===== src/rtl/core/ipdc_pkg.sv =====
// ----------------------------------------------------------------------------
// ipdc_pkg: shared types and constants for the incremental PID controller
// Register indexes, reset values, the configuration bundle and the loop
// state bundle used by the register file, the datapath and the top level.
// ----------------------------------------------------------------------------
`default_nettype none

package ipdc_pkg;

	// Field widths
	localparam int unsigned SampleW = 16;
	localparam int unsigned GainW   = 8;
	localparam int unsigned BandW   = 15;
	localparam int unsigned CfgIdxW = 3;
	localparam int unsigned CfgDatW = 16;

	// Configuration register indexes
	localparam logic [CfgIdxW-1:0] REG_PROP_GAIN  = 3'd0;
	localparam logic [CfgIdxW-1:0] REG_INTEG_GAIN = 3'd1;
	localparam logic [CfgIdxW-1:0] REG_DERIV_GAIN = 3'd2;
	localparam logic [CfgIdxW-1:0] REG_DEAD_BAND  = 3'd3;
	localparam logic [CfgIdxW-1:0] REG_DRIVE_MAX  = 3'd4;
	localparam logic [CfgIdxW-1:0] REG_DRIVE_MIN  = 3'd5;

	// Register reset values
	localparam logic [GainW-1:0]   RST_PROP_GAIN  = 8'd15;
	localparam logic [GainW-1:0]   RST_INTEG_GAIN = 8'd7;
	localparam logic [GainW-1:0]   RST_DERIV_GAIN = 8'd1;
	localparam logic [BandW-1:0]   RST_DEAD_BAND  = 15'd0;
	localparam logic [SampleW-1:0] RST_DRIVE_MAX  = 16'h7FFF;
	localparam logic [SampleW-1:0] RST_DRIVE_MIN  = 16'h8000;

	// Configuration bundle
	typedef struct packed {
		logic [GainW-1:0]   prop_gain;
		logic [GainW-1:0]   integ_gain;
		logic [GainW-1:0]   deriv_gain;
		logic [BandW-1:0]   dead_band;
		logic [SampleW-1:0] drive_max;
		logic [SampleW-1:0] drive_min;
	} cfg_t;

	// Loop state carried from sample to sample
	typedef struct packed {
		logic [SampleW-1:0] err;    // previous error
		logic [SampleW-1:0] step;   // previous first difference
		logic [SampleW-1:0] acc;    // clamped accumulator (always in 16-bit range)
	} loop_state_t;

endpackage

`default_nettype wire


===== src/rtl/core/ipdc_cfg_regs.sv =====
// ----------------------------------------------------------------------------
// ipdc_cfg_regs: configuration register file
// Six write-only registers; writes to unused indexes are dropped.
// ----------------------------------------------------------------------------
`default_nettype none

module ipdc_cfg_regs (
	input  wire logic                              clk,
	input  wire logic                              arst_n,
	input  wire logic                              cfg_we,
	input  wire logic [ipdc_pkg::CfgIdxW-1:0]      cfg_index,
	input  wire logic [ipdc_pkg::CfgDatW-1:0]      cfg_wdata,
	output ipdc_pkg::cfg_t                         cfg
);

	ipdc_pkg::cfg_t cfg_q;

	// Register write decode
	always_ff @(posedge clk or negedge arst_n) begin
		if (!arst_n) begin
			cfg_q.prop_gain  <= ipdc_pkg::RST_PROP_GAIN;
			cfg_q.integ_gain <= ipdc_pkg::RST_INTEG_GAIN;
			cfg_q.deriv_gain <= ipdc_pkg::RST_DERIV_GAIN;
			cfg_q.dead_band  <= ipdc_pkg::RST_DEAD_BAND;
			cfg_q.drive_max  <= ipdc_pkg::RST_DRIVE_MAX;
			cfg_q.drive_min  <= ipdc_pkg::RST_DRIVE_MIN;
		end else if (cfg_we) begin
			unique case (cfg_index)
				ipdc_pkg::REG_PROP_GAIN:  cfg_q.prop_gain  <= cfg_wdata[ipdc_pkg::GainW-1:0];
				ipdc_pkg::REG_INTEG_GAIN: cfg_q.integ_gain <= cfg_wdata[ipdc_pkg::GainW-1:0];
				ipdc_pkg::REG_DERIV_GAIN: cfg_q.deriv_gain <= cfg_wdata[ipdc_pkg::GainW-1:0];
				ipdc_pkg::REG_DEAD_BAND:  cfg_q.dead_band  <= cfg_wdata[ipdc_pkg::BandW-1:0];
				ipdc_pkg::REG_DRIVE_MAX:  cfg_q.drive_max  <= cfg_wdata;
				ipdc_pkg::REG_DRIVE_MIN:  cfg_q.drive_min  <= cfg_wdata;
				default: ;
			endcase
		end
	end

	assign cfg = cfg_q;

endmodule

`default_nettype wire


===== src/rtl/core/ipdc_datapath.sv =====
// ----------------------------------------------------------------------------
// ipdc_datapath: one control update
// Error, first and second differences (16-bit wrap), deadband test,
// gain products, accumulate and clamp. Purely combinational.
// ----------------------------------------------------------------------------
`default_nettype none

module ipdc_datapath (
	input  wire logic [ipdc_pkg::SampleW-1:0] reference,
	input  wire logic [ipdc_pkg::SampleW-1:0] feedback,
	input  ipdc_pkg::cfg_t                    cfg,
	input  ipdc_pkg::loop_state_t             state_cur,
	output ipdc_pkg::loop_state_t             state_nxt
);

	logic signed [15:0] err;
	logic signed [15:0] step;
	logic signed [15:0] step2;
	logic signed [16:0] err_x;
	logic signed [16:0] band_pos;
	logic signed [16:0] band_neg;
	logic               in_band;
	logic signed [24:0] p_prop;
	logic signed [24:0] p_integ;
	logic signed [24:0] p_deriv;
	logic signed [27:0] inc;
	logic signed [27:0] acc_sum;
	logic signed [27:0] lim_max;
	logic signed [27:0] lim_min;
	logic [15:0]        acc_new;

	// Differences, each wrapped to 16 bits
	assign err   = $signed(reference - feedback);
	assign step  = err - $signed(state_cur.err);
	assign step2 = step - $signed(state_cur.step);

	// Deadband: skip when strictly inside +/- dead_band
	assign err_x    = {err[15], err};
	assign band_pos = $signed({2'b00, cfg.dead_band});
	assign band_neg = -band_pos;
	assign in_band  = (err_x < band_pos) && (err_x > band_neg);

	// Gain products, unsigned gain times signed sample
	assign p_prop  = $signed({17'd0, cfg.prop_gain})  * $signed({{9{step[15]}}, step});
	assign p_integ = $signed({17'd0, cfg.integ_gain}) * $signed({{9{err[15]}}, err});
	assign p_deriv = $signed({17'd0, cfg.deriv_gain}) * $signed({{9{step2[15]}}, step2});

	assign inc = in_band ? 28'sd0
		: ({{3{p_prop[24]}}, p_prop} + {{3{p_integ[24]}}, p_integ}
		+ {{3{p_deriv[24]}}, p_deriv});

	assign acc_sum = {{12{state_cur.acc[15]}}, state_cur.acc} + inc;

	// Clamp: upper limit tested first
	assign lim_max = {{12{cfg.drive_max[15]}}, cfg.drive_max};
	assign lim_min = {{12{cfg.drive_min[15]}}, cfg.drive_min};

	always_comb begin
		if (acc_sum >= lim_max) begin
			acc_new = cfg.drive_max;
		end else if (acc_sum <= lim_min) begin
			acc_new = cfg.drive_min;
		end else begin
			acc_new = acc_sum[15:0];
		end
	end

	assign state_nxt.err  = err;
	assign state_nxt.step = step;
	assign state_nxt.acc  = acc_new;

endmodule

`default_nettype wire


===== src/rtl/core/incremental_pid_deadband_clamp.sv =====
// ----------------------------------------------------------------------------
// incremental_pid_deadband_clamp: velocity-form PID with deadband and clamp
// Stream in one sample per transfer, stream out one clamped drive per sample.
// ----------------------------------------------------------------------------
// Usage:
//   s_* channel: one sample per transfer, tdata = {feedback, reference}.
//   m_* channel: one drive value per sample, in sample order.
//   cfg_* port:  write gains, deadband and limits while the block is idle.
// Path: a taken sample is held in the input register, the update runs
//   combinationally, and the drive and its valid are registered when the output slot is free.
// Throughput: one sample per cycle while the receiver keeps up; the accumulator
//   feedback loop through the three gain multipliers and the clamp is combinational.
// Reset: error history and accumulator go to zero, registers to defaults,
//   both channels empty.
// Stall: while m_tready is low the drive holds; the input register still
//   takes one more sample, after which s_tready drops until the drive is
//   taken.
// ----------------------------------------------------------------------------
`default_nettype none

module incremental_pid_deadband_clamp (
	input  wire logic        clk,
	input  wire logic        arst_n,
	// Input samples
	input  wire logic        s_tvalid,
	output logic             s_tready,
	input  wire logic [31:0] s_tdata,   // [15:0] reference, [31:16] feedback
	// Drive results
	output logic             m_tvalid,
	input  wire logic        m_tready,
	output logic [15:0]      m_tdata,   // [15:0] drive
	// Configuration writes
	input  wire logic        cfg_we,
	input  wire logic [2:0]  cfg_index,
	input  wire logic [15:0] cfg_wdata
);

	ipdc_pkg::cfg_t        cfg;
	ipdc_pkg::loop_state_t state_q;
	ipdc_pkg::loop_state_t state_nxt;

	logic        valid_s1;
	logic [15:0] reference_s1;
	logic [15:0] feedback_s1;
	logic        out_valid_q;
	logic        advance;

	ipdc_cfg_regs u_cfg (
		.clk      (clk),
		.arst_n   (arst_n),
		.cfg_we   (cfg_we),
		.cfg_index(cfg_index),
		.cfg_wdata(cfg_wdata),
		.cfg      (cfg)
	);

	// Sample moves to the result stage when the output slot is free
	assign advance  = valid_s1 && (!out_valid_q || m_tready);
	assign s_tready = !valid_s1 || advance;

	// Input register
	always_ff @(posedge clk or negedge arst_n) begin
		if (!arst_n) begin
			valid_s1 <= 1'b0;
		end else if (s_tready) begin
			valid_s1 <= s_tvalid;
		end
	end

	always_ff @(posedge clk) begin
		if (s_tready && s_tvalid) begin
			reference_s1 <= s_tdata[15:0];
			feedback_s1  <= s_tdata[31:16];
		end
	end

	ipdc_datapath u_dp (
		.reference(reference_s1),
		.feedback (feedback_s1),
		.cfg      (cfg),
		.state_cur(state_q),
		.state_nxt(state_nxt)
	);

	// Loop state; the accumulator doubles as the output data register
	always_ff @(posedge clk or negedge arst_n) begin
		if (!arst_n) begin
			state_q <= '0;
		end else if (advance) begin
			state_q <= state_nxt;
		end
	end

	// Output valid
	always_ff @(posedge clk or negedge arst_n) begin
		if (!arst_n) begin
			out_valid_q <= 1'b0;
		end else if (advance) begin
			out_valid_q <= 1'b1;
		end else if (m_tready) begin
			out_valid_q <= 1'b0;
		end
	end

	assign m_tvalid = out_valid_q;
	assign m_tdata  = state_q.acc;

endmodule

`default_nettype wire


===== config.mk =====
export PLATFORM = sky130hd
export DESIGN_NAME = incremental_pid_deadband_clamp
export DESIGN_NICKNAME = d
export VERILOG_FILES = /design/src/rtl/core/ipdc_pkg.sv /design/src/rtl/core/ipdc_cfg_regs.sv /design/src/rtl/core/ipdc_datapath.sv /design/src/rtl/core/incremental_pid_deadband_clamp.sv
export SDC_FILE = /design/constraint.sdc
export NUM_CORES = 1
export LEC_CHECK = 0
export BUFFER_PORTS_ARGS = -buffer_cell sky130_fd_sc_hd__buf_2
export CAP_MARGIN = 40
export CELL_PAD_IN_SITES_DETAIL_PLACEMENT = 1
export CELL_PAD_IN_SITES_GLOBAL_PLACEMENT = 1
export CORE_ASPECT_RATIO = 1.2
export CORE_MARGIN = 5
export CORE_UTILIZATION = 47
export DETAILED_ROUTE_END_ITERATION = 6
export HOLD_SLACK_MARGIN = 0.05
export PLACE_DENSITY = 0.88
export SLEW_MARGIN = 15
export SYNTH_ARGS = -nofsm -noshare
export SYNTH_HDL_FRONTEND = slang
export SYNTH_HIERARCHICAL = 1
export SYNTH_SLANG_ARGS = --single-unit

===== constraint.sdc =====
create_clock -name clk -period 15.45 [get_ports clk]
set_clock_uncertainty 0.05 [all_clocks]
set_input_delay 1.545 -clock clk [delete_from_list [all_inputs] [get_ports clk]]
set_output_delay 1.545 -clock clk [all_outputs]
set_load 0.005 [all_outputs]

Yosys cells after proc, flatten, opt, wreduce, memory -nomap -nowiden
Cells that the tools add are included.

Word-level logic and storage cells: 52. Register bits: 153. Input port bits: 56. Output and inout port bits: 18.

Add/subtract/negate cells: 7. Magnitude comparators: 4. Reductions and logical operators: 15. Equal/unequal tests: 5. Multiply operators: 3. Muxes and demuxes: 5.

Operators with widths (count): multiplier 9 x 16 -> 25 bit (3); adder 28 bit (2); subtractor 16 bit (3); 2-to-1 mux 16 bit (2); greater-or-equal comparator 28 x 16 -> 1 bit (1); less-or-equal comparator 28 x 16 -> 1 bit (1); 2-to-1 mux 28 bit (1); adder 25 x 25 -> 26 bit (1); greater-than comparator 16 x 17 -> 1 bit (1); negation 15 -> 17 bit (1); less-than comparator 16 bit (1); AND reduction 2 bit (6); equality test 3 x 2 -> 1 bit (second input constant) (2); equality test 3 bit (second input constant) (2); equality test 3 x 1 -> 1 bit (second input constant) (1); logical AND 1 bit (3); logical NOT 3 bit (1); logical NOT 1 bit (2); logical OR 1 bit (2); 2-to-1 mux 1 bit (2); nonzero test 2 bit (1).

Logic depth before layout (Yosys ltp)
Gate-level depths: netlist of run 1.

Word-level depth: 10. Gate-level depth with buffers: 66. Depth with buffers taken out: 65.

By module
Netlist of run 1, hierarchy kept.

Modules (own cells, without submodules): ipdc_datapath (seq. area each 0.0 um^2, cells an instance 2456, instances 1, area each 20657.3 um^2); incremental_pid_deadband_clamp (seq. area each 2212.1 um^2, cells an instance 157, instances 1, area each 3037.9 um^2); ipdc_cfg_regs (seq. area each 1806.7 um^2, cells an instance 155, instances 1, area each 2766.4 um^2).

Worst setup path after synthesis of run 1
OpenSTA, ideal clock, no wires.

Path kind: reg-to-reg. Start: reg feedback_s1[0]. End: reg state_q (netlist bit m_tdata[5]). Required time: 15.275 ns. Cell stages (with the launch flop): 63. Setup slack: 1.167 ns. Data arrival time: 14.108 ns. Setup time: 0.125 ns. Buffers on the path: 3. Cell sequence: edfxtp_1 ha_1 fa_1 nor2b_1 o21ai_0 a21boi_0 o21ai_0 a21boi_1 o21a_1 nor2_1 xnor2_1 ha_1 a21oi_1 o21ai_0 or3_1 o211ai_1 nand2b_1 a21oi_1 [27 not listed] a221oi_1 xor2_1 nor2_1 ha_1 and3_1 nand3_1 a21oi_1 o22ai_1 ha_1 nand4_1 nor4b_1 a21oi_1 o2111ai_1 a22o_1 clkbuf_1 buf_1 mux2i_1 mux2_4.

RTL lines: from (decl) (line incremental_pid_deadband_clamp.sv:44) `logic [15:0] feedback_s1;`; from (signal assigned) (line incremental_pid_deadband_clamp.sv:73) `feedback_s1 <= s_tdata[31:16];`; to (signal assigned) (line incremental_pid_deadband_clamp.sv:90) `state_q <= state_nxt;`; to (decl) (line incremental_pid_deadband_clamp.sv:39) `ipdc_pkg::loop_state_t state_q;`.

==> impl_metrics.ini, run 1 <==
[logic_synthesis]
synth-seq-cells = 153
synth-edff-count = 32
synth.distinct_cells = 77
async_flop_share_pct = 79.08
synth.net_count = 3508
syn_avg_cell_area_um2 = 9.560
netlist_area_mm2 = 0.02646
ys_seq_area_share_pct = 15.19
synthCells = 2768
ys_warn_count = 6
yosys_most_used_dff = dfrtp_1

[clock_network]
path_clk_slew_ps = 80
cts_inserted_buffers = 17
cts_buffer_depth = 2
htreeDepth = 4
clockRootBuffer = clkbuf_16
clock-sinks = 153
clock_latency_ps = 490
cts_tree = built
hold_buffers = 0

[cells_and_area]
drive_gt1_share_pct = 12.61
layout_common_cells = inv_1 (626), fa_1 (401), ha_1 (277)
fill_cells = 6339
final_util_pct = 51.42
fin_area_mm2 = 0.02873
layout_commonest_cell = inv_1
fin_nets = 3598
multi_input_area_mm2 = 0.01993
regArea_mm2 = 0.004019
syn_to_final_growth_pct = 8.553

[place]
port_buffers = 73
gp_congestion = 0.9263
dp_hpwl_um = 72280
place_area_mm2 = 0.02785

[setup_path]
endpoint = m_tdata[6]
worstPathArrival_ps = 15500
cp_max_fo = 12
cp_slowest_stage_delay_ps = 650
crit_slowest_cell = or4b_2
r2r_start = feedback_s1[0]
worstPathRequired_ps = 15770
reg2reg_depth = 59
reg2reg_to = m_tdata[6]
crit_start = feedback_s1[0]
r2r_slack_ps = 270
criticalPathCategory = reg2reg
end_kind = flip-flop
path_common_cell = fa_1
start_kind = flip-flop

[routing]
drtAntennaViolNets = 0
drtPass1Iterations = 5
wl_per_cell_um = 24.85
drt_iter0_drc = 1263
vias_per_cell = 5.856
wl_um = 89440
num_vias = 21075
drc_errors = 0

[timing]
finalCritPeriodShare_pct = 98.26
period_needed_ps = 15180
whs_ps = 459.6
finalSetupViolCount = 0
setup_tns_ps = 0
slew-limit-headroom_pct = 37.76
slew_viol_final = 0
hold_viol = 0
max_freq_mhz = 65.87
worstMarginPinSlew_ps = 933.6

[floorplan]
die_h_um = 269.9
core_area_mm2 = 0.05587
row_count = 95
ios = 74
start_util_pct = 47.37
dieArea_mm2 = 0.06117
fp.dieW_um = 226.6

[global_routing]
grt_max_degree = 56
grt_pass1_wl_um = 136400
grt_pass1_vias = 24741
grt_overflow = 0
antenna_found_initial = 2
grtUsageTotal_pct = 28.81

[worst_hold_path]
min_path_type = reg2reg

[job]
drv_cap = 0

[status]
status = complete, no violations
cells by family (layout without fill, tap and decap cells):
logic type,after synthesis,count (layout),synth area share (%)
AOI/OAI and AO/OA,310,310,7.471
muxes,146,146,6.402
other,0,1,0
and+or+nand+nor,684,684,13.51
adders and majority gates,686,686,43.79
DFF,153,153,15.19
xor gates and xnor gates,98,98,3.357
buffers and inverters,691,794,10.28
metrics by stage:
step | instances | worst slack (ps)
CTS | 3592 | 71.87
global placement | 3557 | 440.6
finish | 3599 | 268.4
detailed placement | 3560 | -374.9
global route | 3598 | -187.3
floorplan | 2768 | 1167
how the worst min path moves through the flow:
stage / from / end / cells past startpoint
after floorplan: valid_s1 / m_tvalid / 1
after global placement: state_q[19] / state_q[19] / 1
after detailed placement: u_cfg/cfg[14] / u_cfg/cfg[14] / 1
after CTS: u_cfg/cfg[14] / u_cfg/cfg[14] / 1
after global routing: u_cfg/cfg[31] / u_cfg/cfg[31] / 1
final: u_cfg/cfg[8] / u_cfg/cfg[8] / 1
routing by layer:
metal | global-route usage, % | share of wire (%)
met5 | 0 | 0
met3 | 4.511 | 4.9
met1 | 31.21 | 36
met2 | 52.52 | 53
met4 | 16.88 | 6.4
cells in the mapped netlist (28+ instances only):
cell type | number | area share [%]
fa_1 | 401 | 30
dfrtp_1 | 97 | 9.2
and2_1 | 189 | 4.5
a21oi_1 | 99 | 1.9
clkbuf_1 | 32 | 0.45
edfxtp_1 | 32 | 3.6
nor2b_1 | 55 | 1.3
ha_1 | 283 | 13
inv_1 | 626 | 8.9
xnor2_1 | 67 | 2.2
nor2_1 | 85 | 1.2
nand2_1 | 213 | 3.0
a21o_1 | 57 | 1.6
mux2_2 | 102 | 4.3
xor2_1 | 28 | 0.93
o21ai_0 | 59 | 1.1
worst max-delay path, delay by kind of cell (launching register included):
family	cells	cell delay [ps]
compound gates	15	3110
xor+xnor	4	890
buf+inv	8	760
flops	1	370
fa+ha+maj	14	5740
simple gates	16	3650
mux	2	400
sequential cells by signal, indices dropped and copies added (netlist names):
signal and count:
valid_s1 1, m_tvalid 1, m_tdata 16, feedback_s1 16, u_cfg/cfg 71, state_q 32, reference_s1 16
repair_timing:
item                       CTS  global route
cloned                       0             0
pin swaps                    0            12
gates resized for setup      7            36
setup endpoints to repair   16            16
buffers inserted             0             6
cell type report:
class / instances / area share (%)
Antenna cell: 1 / 0.008712
Sequential cell: 153 / 13.99
Inverter: 626 / 8.180
Timing Repair Buffer: 136 / 3.110
Multi-Input combinational cell: 1924 / 69.37
Clock buffer: 17 / 1.481
Tap cell: 727 / 3.167
Clock inverter: 15 / 0.6926
Power of run 1 is not shown: default switching activity piles up to over one toggle a cycle in this logic, so the estimate is an artifact.
==> inputs of run 2 (changes only) <==
CTS_BUF_LIST = sky130_fd_sc_hd__clkbuf_8   (was default)
REMOVE_ABC_BUFFERS = 1   (was default)
==> run 2 against run 1 <==
Against the previous run: first-iteration DRC count decreased by 7.8%; critical path depth shrank 2; sequential share of layout area grew 0.20 points; largest cell class unchanged.
==> impl_metrics.ini, run 2 (same netlist as run 1, synthesis figures left out) <==
[timing]
fin_ws_ps = 434.1
slew-limit-headroom_pct = 39.40
worstMarginPinSlew_ps = 902.5
slew_viol_final = 0
finalSetupViolCount = 0
hold_viol = 0
max_freq_mhz = 66.60
period_needed_ps = 15020
finalCritPeriodShare_pct = 97.19

[setup_path]
criticalPathCategory = reg2reg
worst-path-buf-inv = 8
cp_slowest_stage_delay_ps = 680
worstPathArrival_ps = 15370
worstPathRequired_ps = 15810
end_kind = flip-flop
crit_start = feedback_s1[0]
crit_family = adder cells
start_kind = flip-flop
crit_slowest_cell = fa_2
cp_max_fo = 14
r2r_start = feedback_s1[0]
path_common_cell = fa_1

[clock_network]
cts_buffer_depth = 2
htreeDepth = 4
clockRootBuffer = clkbuf_8
path_clk_slew_ps = 90
clock-sinks = 153
clock_latency_ps = 530
cts_tree = built
cts_inserted_buffers = 17

[cells_and_area]
fill_cells = 6419
multi_input_area_mm2 = 0.01985
largest_reg_flops = 71
syn_to_final_growth_pct = 7.055
layout_commonest_cell = inv_1
regArea_mm2 = 0.004019
fin_nets = 3588
drive_gt1_share_pct = 12.02
stdcell_count = 3589
layout_common_cells = inv_1 (627), fa_1 (399), ha_1 (279)

[status]
status = complete, no violations

[global_routing]
grt_overflow = 0
use_met3_pct = 3.098
grtUsageTotal_pct = 26.64
met1_usage_pct = 28.54
grt_max_degree = 74
grtUsageMet2_pct = 49.24
antenna_found_initial = 1
grt_pass1_wl_um = 128300
grt_pass1_vias = 24286
top_usage_layer = met2

[routing]
drtPass1Iterations = 5
drtAntennaViolNets = 0
vias_per_cell = 5.670
wl_per_cell_um = 22.54
drc_errors = 0
num_vias = 20350
drt_iter0_drc = 1164
wl_um = 80900

[floorplan]
start_util_pct = 47.37
die_h_um = 269.9
fp.dieW_um = 226.6
row_count = 95
core_area_mm2 = 0.05587
ios = 74
dieArea_mm2 = 0.06117

[worst_hold_path]
min_path_type = reg2reg
min_from = state_q[37]

[place]
place_ws_ps = -247.1
port_buffers = 73
dp_cells = 3543
dp_hpwl_um = 65860
gp_congestion = 0.8906

[job]
drv_cap = 0
-- run 2: cell types whose count changed in the layout (fill, tap and decap cells not counted), moves of 3 or more --
| cell | change |
|---|---|
| buf_4 | -11 |
| clkinv_8 | -8 |
| clkbuf_16 | -17 |
| buf_12 | -3 |
| clkbuf_8 | +18 |
| xnor2_1 | +3 |
| ha_4 | -3 |
-- run 2: worst paths after layout --
check	slack (ps)	end	cells after the start
max	430	m_tdata[7]	57
max in group asynchronous	13070	state_q[26]	2
min reg2reg	460	state_q[37]	1
min	460	state_q[37]	1
min in group asynchronous	980	m_tdata[15]	1
max reg2reg	430	m_tdata[7]	57
-- run 2: final cells by class --
cell class | instances | share of cell area (%)
diodes | 1 | 0.008834
multi-input cells | 1925 | 70.05
flip-flops and latches | 153 | 14.19
repair buffers | 125 | 2.840
well taps | 727 | 3.211
inverters | 626 | 8.308
clock inverters | 14 | 0.5168
clock buffers | 18 | 0.8745
-- run 2: metal layers --
layer / up-vias / wire length, um
li1: 8869 / -
met1: 10502 / 28430
met2: 674 / 43500
met3: 305 / 3038
met4: 0 / 5924
met5: - / 0
-- run 2: what timing repair did --
item | in CTS | in global routing
pin swaps | 2 | 8
resized for setup | 4 | 26
setup endpoints to repair | 16 | 16
cloned | 0 | 1
buffers inserted | 2 | 9
hold buffers | 0 | 0
-- run 2: stage by stage --
stage	instance area (um^2)	util, %	setup TNS (ps)	hold WS [ps]
floorplan	26090	-	0	427.5
global placement	27670	49.53	0	438.9
detailed placement	27690	49.57	-3043	445.9
CTS	28120	50.34	0	469.4
global route	28330	50.71	-1415	484.1
finish	28330	50.71	0	464.0
-- run 2: worst register-to-register path: cells and delay by family, from the launching register on --
family	cells	cell delay, ps
buf+inv	8	790
mux	2	450
flops	1	400
compound gates	16	3500
fa+ha+maj	14	5940
simple gates	14	3200
xor+xnor	3	570
Power of run 2 is left out for the same reason.
==> inputs of run 3 (changes only) <==
SYNTH_HIERARCHICAL = default   (was 1)
==> run 3 against run 2 <==
Against the previous run: synthesized cell count increased by 2.6%; via count up 3.9%; setup slack improved by 360 ps; clock-buffer cell count shrank 1; area after synthesis about the same; final cell count grew 1.7%; routed wire length about the same; non-clock buffer count shrank 9; critical path type unchanged; highest routed layer is now met5.
==> impl_metrics.ini, run 3 <==
[routing]
drtAntennaViolNets = 0
vias_per_cell = 5.791
drc_errors = 0
drtPass1Iterations = 5
met2_wirelength_um = 43080
num_vias = 21136
wl_um = 80890
drt_iter0_drc = 1104
wl_met1_um = 29740
wl_per_cell_um = 22.16
maxUsedRoutingLayer = met5
wl_met3_um = 3226

[logic_synthesis]
synth.top_cell.area_share_pct = 26.87
synth-simple-area-share_pct = 14.02
synth_compound_area_share_pct = 10.51
yosys_most_used_dff = dfrtp_1
synth_top_family_by_area = adder cells
ys_warn_count = 0
ys_top_cells_by_count = inv_1 (523), fa_1 (355), ha_1 (327)
yosysTopAreaCell = fa_1
async_flop_share_pct = 79.08
yosysMostFrequentCell = inv_1
ys_seq_area_share_pct = 15.20
synth-seq-cells = 153
synth.distinct_cells = 74
synth-edff-count = 32
synth-xor-area-share_pct = 5.081
netlist_area_mm2 = 0.02645
synthTopCellsByArea = fa_1 (27%), ha_1 (15%), dfrtp_1 (9.2%), inv_1 (7.4%), and2_1 (4.6%)
synth_mux_area_share_pct = 4.220
yosys.area_share.adder_pct = 42.34
synthCells = 2841
syn_avg_cell_area_um2 = 9.308

[cells_and_area]
layout_commonest_cell = inv_1
largest_reg_flops = 71
fill_cells = 6475
syn_to_final_growth_pct = 6.704
fin_nets = 3648
multi_input_area_mm2 = 0.02022
regArea_mm2 = 0.004019
layout_common_cells = inv_1 (524), fa_1 (355), ha_1 (327)
drive_gt1_share_pct = 9.750
n_antenna_cell = 0

[worst_hold_path]
min_path_type = reg2reg

[setup_path]
path_common_cell = a21oi_1
cp_max_fo = 16
crit_slowest_cell = fa_1
worstPathRequired_ps = 15830
start_kind = flip-flop
cp_slowest_stage_delay_ps = 710
criticalPathCategory = reg2reg
worstPathArrival_ps = 15030
end_kind = flip-flop

[clock_network]
clock_latency_ps = 550
cts_tree = built
clock-sinks = 153
path_clk_slew_ps = 100
cts_buffer_depth = 2
htreeDepth = 4
cts_inserted_buffers = 17
clockRootBuffer = clkbuf_8

[place]
port_buffers = 73
dp_hpwl_um = 67260
gp_congestion = 0.8805

[global_routing]
grtUsageTotal_pct = 26.85
grt_overflow = 0
grt_pass1_vias = 24684
grt_max_degree = 60
antenna_found_initial = 2
grt_pass1_wl_um = 129800

[timing]
slew_viol_final = 0
grt_setup_unrepaired = no
finalCritPeriodShare_pct = 94.84
hold_viol = 0
period_needed_ps = 14650
setup_tns_ps = 0
worstMarginPinSlew_ps = 842.1
finalSetupViolCount = 0
max_freq_mhz = 68.25
slew-limit-headroom_pct = 43.46

[floorplan]
ios = 74
start_util_pct = 47.34
die_h_um = 269.8
row_count = 95
dieArea_mm2 = 0.06113
fp.dieW_um = 226.5
core_area_mm2 = 0.05587

[job]
drv_cap = 0

[status]
status = complete, no violations
-- run 3: cell types whose count changed after synthesis, moves of 12 or more --
| cell | change |
|---|---|
| mux2_4 | -21 |
| nor2_1 | +17 |
| o21a_1 | +19 |
| ha_1 | +44 |
| fa_1 | -46 |
| mux2_2 | -18 |
| o21bai_1 | +12 |
| o21ai_0 | +31 |
| xnor2_1 | +44 |
| a22oi_1 | +16 |
| nand2_1 | +25 |
| a21oi_1 | +38 |
| inv_1 | -103 |
| clkbuf_1 | +15 |
-- run 3: repair_timing --
item / CTS / global route
endpoints found under the setup margin: 0 / 16
hold buffers: 0 / 0
buffers inserted: 0 / 1
resized for setup: 0 / 12
hold endpoints to repair: 0 / 0
-- run 3: metrics by stage --
step	utilization (%)	hold slack (ps)	worst slack, ps	area (um^2)	cells
finish	50.51	452.2	797.2	28220	3650
global route	50.51	482.9	41.36	28220	3650
CTS	50.39	453.9	216.0	28150	3649
detailed placement	49.69	432.6	425.5	27760	3617
global placement	49.55	417.0	1289	27680	3611
floorplan	-	399.8	2325	26130	2775
-- run 3: area by class of cell --
class	instances	share of cell area, %
tap	727	3.224
clock inverter	15	0.5498
inverter	523	6.957
timing repair buffer	116	2.558
multi-input combinational	2099	71.64
clock buffer	17	0.8292
sequential	153	14.24
-- run 3: kinds of logic after synthesis --
family	count (synthesis)
xor+xnor	150
fa+ha+maj	682
mux	101
simple gates	733
compound gates	433
buf+inv	589
flops	153
-- run 3: critical path: cells and delay by family (launching register included) --
family	cells	cell delay, ps
xor gates and xnor gates	6	1140
buffers and inverters	5	460
adders and majority gates	12	5120
DFF	1	350
AOI/OAI and AO/OA	26	5450
and+or+nand+nor	11	1900
-- run 3: worst paths after layout --
| kind | slack [ps] | startpoint | to | depth (start not counted) |
|---|---|---|---|---|
| worst max-delay path | 800 | reference_s1[0] | m_tdata[8] | 60 |
| worst min-delay path | 450 | state_q[32] | state_q[32] | 2 |
| worst max register to register | 800 | reference_s1[0] | m_tdata[8] | 60 |
| worst min register to register | 450 | state_q[32] | state_q[32] | 2 |
| max in group asynchronous | 13240 | arst_n | valid_s1 | 2 |
| min in group asynchronous | 910 | arst_n | state_q[18] | 1 |
-- run 3: per-layer routing --
layer	up-vias	GRT usage, %
met3	267	3.490
met4	2	14.08
met2	655	49.16
li1	9327	-
met1	10885	30.08
met5	-	0
Power of run 3 is left out for the same reason.
